## src/sv/dhca_pkg.sv

```systemverilog
`default_nettype none

package dhca_pkg;

  // field and register widths
  localparam int COUNT_W     = 7;
  localparam int LOAD_W      = 8;
  localparam int BYTE_W      = 8;
  localparam int OUT_IDX_W   = 6;
  localparam int CFG_IDX_W   = 4;
  localparam int CFG_DATA_W  = 8;

  // register indexes
  localparam logic [CFG_IDX_W-1:0] CFG_SERVER_COUNT    = 4'd0;
  localparam logic [CFG_IDX_W-1:0] CFG_SERVER_CAPACITY = 4'd1;

  localparam logic [COUNT_W-1:0] SERVER_COUNT_RESET    = 7'd1;
  localparam logic [LOAD_W-1:0]  SERVER_CAPACITY_RESET = 8'd1;

  localparam int MAX_SERVERS_DEFAULT = 64;

  // hash constants; 104729 * 255 + 123 fits in 25 bits
  localparam int DIVIDEND_W = 25;
  localparam int DIV_CNT_W  = 5;
  localparam logic [DIVIDEND_W-1:0] HASH_MUL_START  = 25'd7919;
  localparam logic [DIVIDEND_W-1:0] HASH_MUL_STRIDE = 25'd104729;
  localparam logic [DIVIDEND_W-1:0] HASH_ADD_STRIDE = 25'd123;

  typedef struct packed {
    logic clr_step;
    logic byte_take;
    logic hash_load;
    logic div_step;
    logic probe_init;
    logic chk;
    logic out_load;
  } ctrl_cmd_t;

  typedef struct packed {
    logic clr_done;
    logic div_done;
    logic hit;
    logic probe_last;
    logic out_free;
  } dp_status_t;

endpackage

`default_nettype wire

```

## src/sv/dhca_ram.sv

```systemverilog
`default_nettype none

module dhca_ram #(
  parameter int WIDTH = 8,
  parameter int DEPTH = 64,
  localparam int AW = (DEPTH > 1) ? $clog2(DEPTH) : 1
) (
  input  wire logic             clk_i,
  input  wire logic             we_i,
  input  wire logic [AW-1:0]    waddr_i,
  input  wire logic [WIDTH-1:0] wdata_i,
  input  wire logic [AW-1:0]    raddr_i,
  output logic      [WIDTH-1:0] rdata_o
);

  logic [WIDTH-1:0] mem_q [DEPTH];

  always_ff @(posedge clk_i) begin
    if (we_i) begin
      mem_q[waddr_i] <= wdata_i;
    end
    rdata_o <= mem_q[raddr_i];
  end

endmodule

`default_nettype wire

```

## src/sv/dhca_ctrl.sv

```systemverilog
`default_nettype none

module dhca_ctrl
  import dhca_pkg::*;
(
  input  wire logic       clk_i,
  input  wire logic       rst_ni,
  input  wire logic       in_valid_i,
  input  wire logic       key_last_i,
  output logic            in_ready_o,
  input  wire dp_status_t status_i,
  output ctrl_cmd_t       cmd_o
);

  localparam logic [2:0] S_CLEAR = 3'd0;
  localparam logic [2:0] S_IDLE  = 3'd1;
  localparam logic [2:0] S_DIV   = 3'd2;
  localparam logic [2:0] S_RD    = 3'd3;
  localparam logic [2:0] S_CHK   = 3'd4;
  localparam logic [2:0] S_OUT   = 3'd5;

  logic [2:0] state_q, state_d;

  always_comb begin
    state_d    = state_q;
    cmd_o      = '0;
    in_ready_o = 1'b0;
    unique case (state_q)
      S_CLEAR: begin
        cmd_o.clr_step = 1'b1;
        if (status_i.clr_done) begin
          state_d = S_IDLE;
        end
      end
      S_IDLE: begin
        in_ready_o = 1'b1;
        if (in_valid_i) begin
          cmd_o.byte_take = 1'b1;
          if (key_last_i) begin
            cmd_o.hash_load = 1'b1;
            state_d         = S_DIV;
          end
        end
      end
      S_DIV: begin
        if (status_i.div_done) begin
          cmd_o.probe_init = 1'b1;
          state_d          = S_RD;
        end else begin
          cmd_o.div_step = 1'b1;
        end
      end
      S_RD: begin
        state_d = S_CHK;
      end
      S_CHK: begin
        cmd_o.chk = 1'b1;
        if (status_i.hit || status_i.probe_last) begin
          state_d = S_OUT;
        end else begin
          state_d = S_RD;
        end
      end
      S_OUT: begin
        if (status_i.out_free) begin
          cmd_o.out_load = 1'b1;
          state_d        = S_IDLE;
        end
      end
      default: begin
        state_d = S_IDLE;
      end
    endcase
  end

  always_ff @(posedge clk_i or negedge rst_ni) begin
    if (!rst_ni) begin
      state_q <= S_CLEAR;
    end else begin
      state_q <= state_d;
    end
  end

endmodule

`default_nettype wire

```

## src/sv/dhca_datapath.sv

```systemverilog
`default_nettype none

module dhca_datapath
  import dhca_pkg::*;
#(
  parameter int MAX_SERVERS = MAX_SERVERS_DEFAULT
) (
  input  wire logic                  clk_i,
  input  wire logic                  rst_ni,
  input  wire ctrl_cmd_t             cmd_i,
  output dp_status_t                 status_o,
  input  wire logic                  cfg_valid_i,
  input  wire logic [CFG_IDX_W-1:0]  cfg_index_i,
  input  wire logic [CFG_DATA_W-1:0] cfg_data_i,
  input  wire logic [BYTE_W-1:0]     key_byte_i,
  input  wire logic                  key_last_i,
  input  wire logic                  out_ready_i,
  output logic                       out_valid_o,
  output logic                       placed_o,
  output logic [OUT_IDX_W-1:0]       server_index_o,
  output logic                       moved_o,
  output logic [OUT_IDX_W-1:0]       previous_server_o,
  output logic [LOAD_W-1:0]          new_load_o
);

  localparam int IDX_W = (MAX_SERVERS > 1) ? $clog2(MAX_SERVERS) : 1;
  localparam logic [COUNT_W-1:0] MaxCnt =
    COUNT_W'((MAX_SERVERS > 127) ? 127 : MAX_SERVERS);
  localparam logic [IDX_W-1:0] LastIdx = IDX_W'(MAX_SERVERS - 1);

  // configuration
  logic [COUNT_W-1:0] count_q;
  logic [LOAD_W-1:0]  cap_cfg_q;

  // key folding and hashing
  logic [BYTE_W-1:0]     cs_q;
  logic [BYTE_W-1:0]     cs_next;
  logic [DIVIDEND_W-1:0] div_a_q, div_b_q;
  logic [COUNT_W-1:0]    rem_a_q, rem_b_q;
  logic [DIV_CNT_W-1:0]  bit_cnt_q;
  logic [COUNT_W-1:0]    n_q;
  logic [LOAD_W-1:0]     cap_q;
  logic [COUNT_W-1:0]    cnt_sat, cnt_eff;

  // probe walk
  logic [COUNT_W-1:0] s_q, stride_q, t_q, prev_q;
  logic [COUNT_W:0]   s_sum;
  logic [COUNT_W-1:0] s_adv;
  logic [IDX_W-1:0]   clr_cnt_q;

  // pending result
  logic               res_placed_q, res_moved_q;
  logic [OUT_IDX_W-1:0] res_idx_q, res_prev_q;
  logic [LOAD_W-1:0]  res_load_q;

  logic               out_valid_q;

  // load table
  logic              ram_we;
  logic [IDX_W-1:0]  ram_waddr, ram_raddr;
  logic [LOAD_W-1:0] ram_wdata, ram_rdata;
  logic [LOAD_W-1:0] load_inc;

  function automatic logic [COUNT_W-1:0] rem_step(input logic [COUNT_W-1:0] rem,
                                                  input logic bit_in,
                                                  input logic [COUNT_W-1:0] n);
    logic [COUNT_W:0] tmp;
    logic [COUNT_W:0] diff;
    tmp  = {rem, bit_in};
    diff = tmp - {1'b0, n};
    if (tmp >= {1'b0, n}) begin
      return diff[COUNT_W-1:0];
    end
    return tmp[COUNT_W-1:0];
  endfunction

  assign cs_next = cs_q ^ key_byte_i;
  assign cnt_sat = (count_q > MaxCnt) ? MaxCnt : count_q;
  assign cnt_eff = (cnt_sat == '0) ? COUNT_W'(1) : cnt_sat;

  // next probe, both terms below n
  assign s_sum = {1'b0, s_q} + {1'b0, stride_q};
  always_comb begin
    s_adv = s_sum[COUNT_W-1:0];
    if (s_sum >= {1'b0, n_q}) begin
      s_adv = COUNT_W'(s_sum - {1'b0, n_q});
    end
  end

  assign load_inc  = ram_rdata + LOAD_W'(1);
  assign ram_raddr = IDX_W'(s_q);

  always_comb begin
    ram_we    = 1'b0;
    ram_waddr = ram_raddr;
    ram_wdata = load_inc;
    if (cmd_i.clr_step) begin
      ram_we    = 1'b1;
      ram_waddr = clr_cnt_q;
      ram_wdata = '0;
    end else if (cmd_i.chk && status_o.hit) begin
      ram_we = 1'b1;
    end
  end

  dhca_ram #(
    .WIDTH (LOAD_W),
    .DEPTH (MAX_SERVERS)
  ) u_load_ram (
    .clk_i   (clk_i),
    .we_i    (ram_we),
    .waddr_i (ram_waddr),
    .wdata_i (ram_wdata),
    .raddr_i (ram_raddr),
    .rdata_o (ram_rdata)
  );

  assign status_o.clr_done   = (clr_cnt_q == LastIdx);
  assign status_o.div_done   = (bit_cnt_q == '0);
  assign status_o.hit        = (ram_rdata < cap_q);
  assign status_o.probe_last = (t_q == n_q - COUNT_W'(1));
  assign status_o.out_free   = !out_valid_q || out_ready_i;

  // control registers
  always_ff @(posedge clk_i or negedge rst_ni) begin
    if (!rst_ni) begin
      count_q     <= SERVER_COUNT_RESET;
      cap_cfg_q   <= SERVER_CAPACITY_RESET;
      cs_q        <= '0;
      bit_cnt_q   <= '0;
      clr_cnt_q   <= '0;
      out_valid_q <= 1'b0;
    end else begin
      if (cfg_valid_i) begin
        unique case (cfg_index_i)
          CFG_SERVER_COUNT:    count_q   <= cfg_data_i[COUNT_W-1:0];
          CFG_SERVER_CAPACITY: cap_cfg_q <= cfg_data_i[LOAD_W-1:0];
          default: ;
        endcase
      end
      if (cmd_i.byte_take) begin
        cs_q <= key_last_i ? '0 : cs_next;
      end
      if (cmd_i.hash_load) begin
        bit_cnt_q <= DIV_CNT_W'(DIVIDEND_W);
      end else if (cmd_i.div_step) begin
        bit_cnt_q <= bit_cnt_q - DIV_CNT_W'(1);
      end
      if (cmd_i.clr_step) begin
        clr_cnt_q <= clr_cnt_q + IDX_W'(1);
      end
      if (cmd_i.out_load) begin
        out_valid_q <= 1'b1;
      end else if (out_ready_i) begin
        out_valid_q <= 1'b0;
      end
    end
  end

  // payload registers
  always_ff @(posedge clk_i) begin
    if (cmd_i.hash_load) begin
      div_a_q <= DIVIDEND_W'(cs_next) * HASH_MUL_START;
      div_b_q <= DIVIDEND_W'(cs_next) * HASH_MUL_STRIDE + HASH_ADD_STRIDE;
      rem_a_q <= '0;
      rem_b_q <= '0;
      n_q     <= cnt_eff;
      cap_q   <= cap_cfg_q;
    end
    if (cmd_i.div_step) begin
      rem_a_q <= rem_step(rem_a_q, div_a_q[DIVIDEND_W-1], n_q);
      rem_b_q <= rem_step(rem_b_q, div_b_q[DIVIDEND_W-1], n_q);
      div_a_q <= div_a_q << 1;
      div_b_q <= div_b_q << 1;
    end
    if (cmd_i.probe_init) begin
      s_q      <= rem_a_q;
      stride_q <= (rem_b_q == '0) ? COUNT_W'(1) : rem_b_q;
      t_q      <= '0;
    end
    if (cmd_i.chk) begin
      if (status_o.hit) begin
        res_placed_q <= 1'b1;
        res_idx_q    <= s_q[OUT_IDX_W-1:0];
        res_moved_q  <= (t_q != '0);
        res_prev_q   <= (t_q != '0) ? prev_q[OUT_IDX_W-1:0] : '0;
        res_load_q   <= load_inc;
      end else if (status_o.probe_last) begin
        res_placed_q <= 1'b0;
        res_idx_q    <= '0;
        res_moved_q  <= 1'b0;
        res_prev_q   <= '0;
        res_load_q   <= '0;
      end else begin
        prev_q <= s_q;
        t_q    <= t_q + COUNT_W'(1);
        s_q    <= s_adv;
      end
    end
    if (cmd_i.out_load) begin
      placed_o          <= res_placed_q;
      server_index_o    <= res_idx_q;
      moved_o           <= res_moved_q;
      previous_server_o <= res_prev_q;
      new_load_o        <= res_load_q;
    end
  end

  assign out_valid_o = out_valid_q;

endmodule

`default_nettype wire

```

## src/sv/double_hash_capacity_allocator_core.sv

```systemverilog
// Double-hash capacity allocator. Key bytes come in one transfer each and are
// folded into an 8-bit xor checksum; a plain byte is taken and the block is
// ready again at once. The byte marked last starts placement: two remainders
// (start and stride of the probe sequence, modulo the effective server
// count) come out of two bit-serial remainder units that step side by side
// on one bit counter, then servers are probed one by one, each probe passing
// through a read state and a check state, since the load table's read port
// is registered; the walk makes at most as many probes as the effective
// server count. No bytes are taken during that walk. One result transfer
// follows each last byte, held in an output register, so the next key can
// stream in while it waits. After reset a clearing pass zeroes the load
// table, with no input taken; configuration writes are accepted at any time
// but should be issued only while the block is idle.
`default_nettype none

module double_hash_capacity_allocator_core
  import dhca_pkg::*;
#(
  parameter int MAX_SERVERS = MAX_SERVERS_DEFAULT
) (
  input  wire logic                  clk_i,
  input  wire logic                  rst_ni,
  // configuration write channel
  input  wire logic                  cfg_valid_i,
  output logic                       cfg_ready_o,
  input  wire logic [CFG_IDX_W-1:0]  cfg_index_i,
  input  wire logic [CFG_DATA_W-1:0] cfg_data_i,
  // key byte stream
  input  wire logic                  in_valid_i,
  output logic                       in_ready_o,
  input  wire logic [BYTE_W-1:0]     key_byte_i,
  input  wire logic                  key_last_i,
  // placement results
  output logic                       out_valid_o,
  input  wire logic                  out_ready_i,
  output logic                       placed_o,
  output logic [OUT_IDX_W-1:0]       server_index_o,
  output logic                       moved_o,
  output logic [OUT_IDX_W-1:0]       previous_server_o,
  output logic [LOAD_W-1:0]          new_load_o
);

  ctrl_cmd_t  cmd;
  dp_status_t status;

  // registers are plain flops, every write is accepted
  assign cfg_ready_o = 1'b1;

  // sequencer: clear pass, byte intake, remainder steps, probe walk, result
  dhca_ctrl u_ctrl (
    .clk_i      (clk_i),
    .rst_ni     (rst_ni),
    .in_valid_i (in_valid_i),
    .key_last_i (key_last_i),
    .in_ready_o (in_ready_o),
    .status_i   (status),
    .cmd_o      (cmd)
  );

  // checksum, remainder unit, probe registers, load table and output register
  dhca_datapath #(
    .MAX_SERVERS (MAX_SERVERS)
  ) u_datapath (
    .clk_i             (clk_i),
    .rst_ni            (rst_ni),
    .cmd_i             (cmd),
    .status_o          (status),
    .cfg_valid_i       (cfg_valid_i),
    .cfg_index_i       (cfg_index_i),
    .cfg_data_i        (cfg_data_i),
    .key_byte_i        (key_byte_i),
    .key_last_i        (key_last_i),
    .out_ready_i       (out_ready_i),
    .out_valid_o       (out_valid_o),
    .placed_o          (placed_o),
    .server_index_o    (server_index_o),
    .moved_o           (moved_o),
    .previous_server_o (previous_server_o),
    .new_load_o        (new_load_o)
  );

endmodule

`default_nettype wire

```

## config.mk

```make
export PLATFORM = sky130hd
export DESIGN_NAME = double_hash_capacity_allocator_core
export DESIGN_NICKNAME = d
export VERILOG_FILES = /design/src/sv/dhca_pkg.sv /design/src/sv/dhca_ram.sv /design/src/sv/dhca_ctrl.sv /design/src/sv/dhca_datapath.sv /design/src/sv/double_hash_capacity_allocator_core.sv
export SDC_FILE = /design/constraint.sdc
export NUM_CORES = 1
export LEC_CHECK = 0
export ABC_AREA = 1
export BUFFER_PORTS_ARGS = -buffer_cell sky130_fd_sc_hd__buf_2
export CAP_MARGIN = 40
export CORE_AREA = 2 2 256 258
export CTS_CLUSTER_SIZE = 24
export DETAILED_ROUTE_END_ITERATION = 10
export DIE_AREA = 0 0 258 260
export PLACE_DENSITY = 0.69
export SYNTH_ARGS = -nofsm -noshare
export SYNTH_HDL_FRONTEND = slang
export SYNTH_SLANG_ARGS = --single-unit
```

## constraint.sdc

```tcl
create_clock -name clk_i -period 12.8 [get_ports clk_i]
set_clock_uncertainty 0.05 [all_clocks]
set_input_delay 1.28 -clock clk_i [delete_from_list [all_inputs] [get_ports clk_i]]
set_output_delay 1.28 -clock clk_i [all_outputs]
set_load 0.01 [all_outputs]
```

* Word level (Yosys, flattened, before mapping)
Memory sizes are Yosys's and may differ from the RTL's. A register that Yosys moved wholly into a read port is not among the register bits.
Cells that the tools add are included.
** Cells by class
- $add $sub $neg :: 10
- Equality and inequality tests :: 13
- Reductions and logical operators :: 18
- Muxes and demuxes :: 62
- $mul :: 2
- Bitwise operators :: 3
- Order comparisons :: 5
** Operators by type and width (count)
- 7-bit two-way mux :: 17
- 25-bit two-way mux :: 4
- 8-bit two-way mux :: 4
- 6-bit two-way mux :: 5
- 25-bit by 7-bit adder with 25-bit output, second input constant :: 1
- 8-bit by 17-bit multiplier with 25-bit output, second input constant :: 1
- 8-bit by 7-bit >= comparator with 1-bit output :: 3
- 8-bit by 13-bit multiplier with 21-bit output, second input constant :: 1
- 7-bit subtractor :: 3
- 1-bit two-way mux :: 20
- 3-bit two-way mux :: 6
- 3-bit case mux with 6 select lines :: 1
- 7-bit logical NOT :: 2
- 5-bit two-way mux :: 2
- 2-bit inequality test, second input constant :: 5
- 7-bit by 7-bit adder with 8-bit output :: 1
- 8-bit by 1-bit adder with 8-bit output, second input constant :: 1
- 8-bit less-than comparator :: 1
- 8-bit bitwise XOR :: 1
- 7-bit by 1-bit adder with 7-bit output, second input constant :: 1
- 7-bit equality test :: 1
- 7-bit > comparator, second input constant :: 1
- 7-bit nonzero test :: 1
- 7-bit by 1-bit subtractor with 7-bit output, second input constant :: 1
- other kinds (19) :: 29
** Storage, ports and cells
- Bits of input ports :: 26
- RAM bits :: 512
- Flip-flop bits (word level) :: 188
- Output and inout port bits :: 25
- Word-level logic and storage cells :: 143
- Memories :: 1
** Memories
- u_datapath.u_load_ram.mem_q :: words 64, width 8, rd ports 1, clocked after memory_dff 1, write ports 1, RTL line dhca_ram.sv:16 : logic [WIDTH-1:0] mem_q [DEPTH];

* Logic depth before layout (Yosys ltp)
Gate-level depths: netlist (run 1).
- Depth in word-level cells :: 7
- Depth in mapped cells :: 22
- Depth with buffers taken out :: 22

* Cells and area by module
A second synthesis (run 1) with hierarchy kept.
** Second synthesis, totals
- Cell total of the unflattened synthesis :: 3415
- Area total of the unflattened synthesis :: 35260.1 µm²
** Modules (own cells, without submodules)
- dhca_ram :: area each 21339.2 µm², instances 1, sequential area each 15534.9 µm², cells each 1805
- dhca_datapath :: area each 13628.1 µm², instances 1, sequential area each 5222.5 µm², cells each 1563
- dhca_ctrl :: area each 281.5 µm², instances 1, sequential area each 75.1 µm², cells each 45
- double_hash_capacity_allocator_core :: area each 11.3 µm², instances 1, sequential area each 0.0 µm², cells each 2

* Worst setup path before layout (run 1)
OpenSTA, ideal clock, no wires.
- Path kind :: input to register
- Start :: input port key_byte_i[6]
- End :: register u_datapath.div_a_q[12] (data pin)
- Setup slack :: 7092 ps
- Buffers on the path :: 0
- Arrival :: 5404 ps
- Cell stages on the path :: 18
- Library setup time :: 254 ps
- Data required time :: 12496 ps
- Path through :: xor2_1 -> inv_1 -> ha_1 -> inv_1 -> ha_1 -> or2_2 -> fa_1 -> fa_1 -> inv_1 -> fa_1 -> inv_1 -> ha_1 -> a21o_1 -> a21oi_1 -> nand3_1 -> or2_2 -> nand3_1 -> nand2_1
** On the way
- Word-level cells in the longest chain between the ends :: 4
** RTL lines
- start, declared :: RTL line double_hash_capacity_allocator_core.sv:31 : input wire logic [BYTE_W-1:0] key_byte_i,
- 8-bit bitwise XOR :: RTL line dhca_datapath.sv:77 : assign cs_next = cs_q ^ key_byte_i;
- 8-bit by 13-bit multiplier with 21-bit output :: RTL line dhca_datapath.sv:163 : div_a_q <= DIVIDEND_W'(cs_next) * HASH_MUL_START;
- 25-bit two-way mux :: RTL line dhca_datapath.sv:162 : if (cmd_i.hash_load) begin
- 25-bit two-way mux :: RTL line dhca_datapath.sv:170 : if (cmd_i.div_step) begin
- end signal, assigned :: RTL line dhca_datapath.sv:163
- end signal, assigned :: RTL line dhca_datapath.sv:173 : div_a_q <= div_a_q << 1;
- end, declared :: RTL line dhca_datapath.sv:38 : logic [DIVIDEND_W-1:0] div_a_q, div_b_q;
Every way passes these cells. The select of a mux whose other input is x is not followed.
A chain may end at the register's enable or synchronous reset.

* Final worst setup path (run 1)
- Start :: input port key_byte_i[6]
- End :: register u_datapath.div_a_q[20] (data pin)
The elaborated chain is that of the path after synthesis.

==> summary.md, run 1 <==
| Metric | Value |
|---|---|
| Crit Path Max Fanout | `7` |
| Worst-skew pair later-pin latency | `630 ps` |
| Req. time, crit path | `about 13000 ps` |
| Fin. max-slew vios | `0` |
| Die X | `between 200 and 300 um` |
| RSZ-0062 raised after global routing | `no` |
| Final setup fails | `0` |
| Worst Path Arrival | `roughly 6000 ps` |
| CTS resizes | `0` |
| Worst rel slew slack | `a little under a quarter` |
| Post-synth EDFFs | `between 600 and 700` |
| Std cell rows | `between 90 and 100` |
| Share of layout cells above drive strength 1 | `a little under 7%` |
| Status | `finished clean` |
| Post-Route WL | `between 80000 and 90000 um` |
| Commonest cells in the netlist | `nand2_1, edfxtp_1, nand3_1, inv_1, nor2_1` |
| Largest net degree at the start of global routing | `about 210` |
| Worst-Margin Slew | `around 1100 ps` |
| Post-Syn Area | `roughly 0.035 sq mm` |
| Biggest area consumer among synthesized cells | `edfxtp_1` |
| Die Area | `between 0.06 and 0.07 sq mm` |
| Max Cap Viol | `0` |
| CP Launch Type | `input pin` |
| Yosys warns | `0` |
| Crit path largest cell delay | `about 560 ps` |
| Hold Buf Count CTS | `0` |
| Hold Path Class | `reg -> reg` |
| Setup TNS | `0 ps` |
| Crit Path Category | `in -> reg` |
| Gr ovfl total | `0` |
| All-Layer GR Usage | `roughly a quarter` |
| Post-layout nets | `~3700` |
| Clock Tree Buf Depth | `3` |
| Crit path cell chain | `buf_2 > xor2_1 > inv_1 > ha_1 > inv_1 > ha_1 > or2_2 > fa_1 > fa_1 > inv_1 > fa_1 > inv_1 > ha_1 > a21o_1 > a21oi_1 > nor2_1 > nor2_1 > nand3_1 > nand2_1 > o21ai_0` |
| Ranking of synthesized cells by area | `edfxtp_1, nand2_1, nand3_1` |
| Die H | `approximately 260 um` |
| WL per Instance | `about 19 um` |
| Vias | `roughly 25000` |
| TritonCTS Buffers | `between 70 and 80` |
| Yosys top cell area share | `55.5%` |
| Initial Util | `between 50% and 60%` |
| H-tree depth | `3` |
| Post-synthesis cell count | `roughly 3400` |
| Final number of hold-violating endpoints | `0` |
| Initial DRC count | `roughly 2400` |
| Worst slack, placed | `~6600 ps` |
| Router iterations before antenna repair | `8` |
| Via/cell ratio | `about 5.6` |
| CTS root buffer | `clkbuf_16` |
| TritonCTS clock tree | `yes` |
| Post-route DRC | `0` |
| Port Buffers | `between 40 and 50` |
| CTS sink cnt | `roughly 710` |
| Top FF cell, synth | `edfxtp_1` |
| Final worst slack | `7150 ps` |
| Synthesis-to-finish area growth | `10.1%` |
| Clk pin slew, worst setup/hold paths | `50 ps` |
| Gpl congestion | `around 0.91` |
| Final min period | `5650 ps` |
| Mapped Nets | `~3700` |
| CP Capture Type | `register` |
| Vias in the first global route | `~24000` |
| First-pass GRT wire length | `133000 um` |
| Final ANT Viol Nets | `0` |
| Post-CTS Setup Bufs | `0` |
| Most common cell in the netlist | `nand2_1` |
| Fmax | `about 0.18 GHz` |
| Post-synth ARST share | `5.37%` |
| Detail Placement HPWL | `around 54000 um` |
| Seq/Total Area, Yosys | `about three fifths` |
| Initial antenna violation count | `0` |
| CORE AREA | `around 0.064 sq mm` |
| Post-synth cell types | `between 40 and 50` |
| Synth Register Bits | `around 710` |
| Critical-path top delay cell | `fa_1` |
| CP most frequent cell | `inv_1` |
| Io pins | `a little over 50` |
| Fin crit share | `between 40% and 50%` |
| Synthesized area per cell | `between 10 and 15 sq um` |
-- sequential cells by signal (all words and copies together) (netlist names), 8 cells and up --
register / flops
u_datapath.cs_q: 8
u_datapath.u_load_ram.rdata_o: 8
u_datapath.div_b_q: 25
u_datapath.u_load_ram.mem_q: 512
u_datapath.div_a_q: 25
u_datapath.new_load_o: 8
u_datapath.cap_q: 8
u_datapath.cap_cfg_q: 8
u_datapath.res_load_q: 8
-- metal layers --
| metal | global-route usage [%] | wire, um | part of all wire [%] | vias up |
|---|---|---|---|---|
| met3 | 3.58 | 6190 | 7.3 | 144 |
| li1 | - | - | - | 11700 |
| met2 | 40.9 | 39400 | 47 | 964 |
| met1 | 35.5 | 36500 | 43 | 11700 |
| met4 | 8.78 | 2410 | 2.8 | 0 |
| met5 | 0 | 0 | 0 | - |
-- layout by cell type, fill, tap and decap left out, types with 5 or more instances in the layout --
cell type,n
a21oi_1,107
buf_2,49
buf_4,24
bufinv_16,5
clkbuf_1,18
clkbuf_16,76
clkbuf_8,5
clkinv_1,13
clkinv_2,14
clkinvlp_4,5
dfrtp_1,36
dfxtp_1,21
edfxtp_1,646
fa_1,61
ha_1,146
inv_1,294
nand2_1,969
nand2_2,8
nand3_1,449
nand3b_1,7
nand4_1,18
nor2_1,227
nor2_4,10
nor3_1,12
o211ai_1,7
o21ai_0,138
o22ai_1,10
o31ai_1,9
or2_2,13
xnor2_1,22
xor2_1,26
-- final timing paths --
kind                                                 end  cells past startpoint                startpoint  slack (ps)
worst max-delay path              u_datapath.div_a_q[20]                     20             key_byte_i[6]        7150
worst min-delay path            u_datapath.new_load_o[3]                      0  u_datapath.res_load_q[3]         360
worst max register to register    u_datapath.div_a_q[20]                     19        u_datapath.cs_q[6]        7540
worst min register to register  u_datapath.new_load_o[3]                      0  u_datapath.res_load_q[3]         360
max in group asynchronous        u_datapath.cap_cfg_q[0]                      2                    rst_ni       11620
min in group asynchronous         u_datapath.out_valid_o                      1                    rst_ni         540
-- cell families (layout without fill, tap and decap cells) --
logic type | Yosys count | count (layout) | share of synthesized area, %
buffers and inverters | 443 | 518 | 4.98
flip-flops | 708 | 708 | 59.6
adder cells (fa/ha/maj) | 207 | 207 | 8.73
AND/OR/NAND/NOR | 1721 | 1721 | 20.6
AO/OA/AOI/OAI | 306 | 306 | 4.84
other | 1 | 2 | 0.0107
XOR/XNOR | 48 | 48 | 1.20
multiplexers | 1 | 1 | 0.0322
-- critical path: cells and delay by family --
family          cells  cell delay (ps)
compound gates      3              510
simple gates        5              720
fa+ha+maj           6             2570
xor+xnor            1              360
buf+inv             5              490
-- area by class of cell --
cell class	instances	area, sq um
Fill cell	5270	25600
Tap cell	855	1070
Antenna cell	1	2.50
Clock buffer	99	2040
Timing Repair Buffer	77	515
Inverter	301	1140
Sequential cell	708	20800
Multi-Input combinational cell	2284	12400
Clock inverter	41	435
-- metrics by stage --
| stage | cells | util, % | hold slack, ps | instance area [sq um] |
|---|---|---|---|---|
| finish | 4366 | 60.0 | 363 | 38500 |
| global route | 4365 | 60.0 | 379 | 38500 |
| CTS | 4365 | 60.0 | 366 | 38500 |
| detailed placement | 4225 | 56.1 | 355 | 36000 |
| global placement | 4222 | 56.0 | 351 | 35900 |
| floorplan | 3435 | - | 350 | 34900 |
Power of run 1 is left out: the tool's default activity adds up to more than one toggle a clock period on the data nets, which glitch-free logic cannot reach.
==> run 2, diff against run 1 <==
- clock period: 12.8 -> 5.41 ns (I/O delays scaled with it)
==> run 2 against run 1 <==
  * Clock-buffer cell count decreased by 4
  * Worst setup slack got worse by 6700 ps
  * Routed wire length increased by 0.43%
  * Global-route usage increased by 0.13 points
  * First-iteration DRC count increased by 2.4%
  * Via count increased by 0.17%
  * Critical path depth decreased by 1
  * Sequential cell count unchanged
  * Largest cell class unchanged
==> summary.md, run 2 (same netlist as run 1, synthesis figures left out) <==
| Metric | Value |
|---|---|
| Status | `finished clean` |
| Post-route DRC | `0 (unchanged)` |
| Multi-input gate area | `0.0124 sq mm (unchanged)` |
| Commonest non-fill, non-tap cells in the layout | `nand2_1, edfxtp_1, nand3_1, inv_1, nor2_1` |
| Sequential cell area | `0.0208 sq mm (unchanged)` |
| CP Capture Type | `register` |
| Min Hold Slack | `74.0 ps (-289 ps)` |
| Most common cell after layout, fill and taps aside | `nand2_1` |
| ANT cells | `0 (-1)` |
| Design Area, Final | `0.0386 sq mm (+0.46%)` |
| Req. time, crit path | `5720 ps (-7370 ps)` |
| Detail Placement HPWL | `54500 um (+0.88%)` |
| Initial DRC count | `2470 (+2.4%)` |
| Share of layout cells above drive strength 1 | `6.99% (+0.21 points)` |
| Initial Util | `54.5% (unchanged)` |
| CP Launch Type | `register` |
| Final number of hold-violating endpoints | `0 (unchanged)` |
| Clock Tree Buf Depth | `3 (unchanged)` |
| Vias | `24600 (+0.17%)` |
| Setup TNS | `0 ps (unchanged)` |
| H-tree depth | `3 (unchanged)` |
| CTS sink cnt | `708 (unchanged)` |
| Fmax | `0.200 GHz` |
| Most flops, register | `u_datapath.u_load_ram.mem_q` |
| First-pass GRT wire length | `134000 um (+0.78%)` |
| Largest net degree at the start of global routing | `210 (-0.47%)` |
| Final ANT Viol Nets | `0 (unchanged)` |
| Max Cap Viol | `0 (unchanged)` |
| Via/cell ratio | `5.62 (about the same)` |
| R2R cell count | `19 (unchanged)` |
| CTS resizes | `0 (unchanged)` |
| Gr ovfl total | `0 (unchanged)` |
| TritonCTS Buffers | `76 (unchanged)` |
| Fin. max-slew vios | `0 (unchanged)` |
| Max FFs per register | `512 (unchanged)` |
| Die Area | `0.0671 sq mm (unchanged)` |
| WL per Instance | `19.4 um (+0.27%)` |
| Worst-Margin Slew | `1040 ps (-105 ps)` |
| TritonCTS clock tree | `yes` |
| Hold Path Depth | `2 (+2)` |
| Std cell rows | `93 (unchanged)` |
| All-Layer GR Usage | `25.5% (+0.13 points)` |
| Worst Path Arrival | `5310 ps (-630 ps)` |
| Worst rel slew slack | `30.9% (+7.0 points)` |
| Synthesis-to-finish area growth | `10.6%` |
| Crit Path Category | `reg -> reg` |
| Post-Route WL | `84800 um (+0.43%)` |
| Initial antenna violation count | `0 (unchanged)` |
| Worst-skew pair later-pin latency | `630 ps (about the same)` |
| Die H | `260 um (unchanged)` |
| Gpl congestion | `0.938 (+3.2%)` |
| CORE AREA | `0.0641 sq mm (unchanged)` |
| Io pins | `51 (unchanged)` |
| Vias in the first global route | `24200 (+1.1%)` |
| Biggest regs | `u_datapath.u_load_ram.mem_q x512, u_datapath.div_a_q x25, u_datapath.div_b_q x25` |
| Hold Path Class | `in -> reg` |
| Final min period | `5000 ps` |
| Final setup fails | `0 (unchanged)` |
| Post-DP Area | `0.0361 sq mm (+0.31%)` |
| CTS root buffer | `clkbuf_16` |
| Port Buffers | `49 (unchanged)` |
| RSZ-0062 raised after global routing | `no` |
| Crit Path Max Fanout | `6 (-1)` |
| Router iterations before antenna repair | `6 (-2)` |
| Clk pin slew, worst setup/hold paths | `60 ps (about the same)` |
| Die X | `258 um (unchanged)` |
| Fin crit share | `between 90% and 100%` |
| Post-layout nets | `3690 (+0.24%)` |
| Filler Cell Count | `5173 (-1.8%)` |
run 2: area by class of cell:
type	count	share of cell area, %
Sequential cell	708	53.9
Clock inverter	44	1.31
Timing Repair Buffer	86	1.64
Clock buffer	95	5.24
Multi-Input combinational cell	2284	32.2
Inverter	301	2.94
Tap cell	855	2.77
run 2: repair_timing:
| item | CTS | global route |
|---|---|---|
| buffers inserted | 0 | 0 |
| hold buffers | 1 | 0 |
| endpoints found under the hold margin | 36 | 0 |
run 2: stage by stage:
| step | utilization (%) | setup WS (ps) | cells |
|---|---|---|---|
| after CTS | 60.3 | 422 | 4373 |
| after global routing | 60.3 | 118 | 4373 |
| after global placement | 56.1 | 176 | 4228 |
| after detailed placement | 56.3 | 181 | 4233 |
| after floorplan | - | 441 | 3435 |
| final | 60.3 | 409 | 4373 |
run 2: worst paths after layout:
| path | from | endpoint | slack (ps) |
|---|---|---|---|
| worst min-delay path | out_ready_i | u_datapath.out_valid_o | 70 |
| worst min register to register | u_datapath.res_load_q[6] | u_datapath.new_load_o[6] | 360 |
| worst max register to register | u_datapath.cs_q[7] | u_datapath.div_a_q[20] | 410 |
| max in group asynchronous | rst_ni | u_datapath.count_q[0] | 4660 |
| min in group asynchronous | rst_ni | u_datapath.out_valid_o | 200 |
| worst max-delay path | u_datapath.cs_q[7] | u_datapath.div_a_q[20] | 410 |
run 2: critical path, cell delays in order (launching register included):
cell     delay, ps
dfrtp_1        390
xnor2_1        180
inv_1          160
ha_1           320
inv_1           50
ha_1           180
or2_2          370
fa_1           560
fa_1           570
inv_1           60
fa_1           530
inv_1           40
ha_1           340
a21o_1         210
a21oi_1        300
nor2_1          70
nor2_1         150
nand3_1         90
nand2_1         60
o21ai_0         80
run 2: per-layer routing:
layer  up-vias  global-route usage, %  part of all wire [%]
met3       150                   4.15                   7.2
met1     11800                   35.6                    43
met2       937                   41.0                    47
met4         0                   8.41                   2.5
met5         -                      0                     0
li1      11700                      -                     -
Power of run 2 is left out for the same reason.
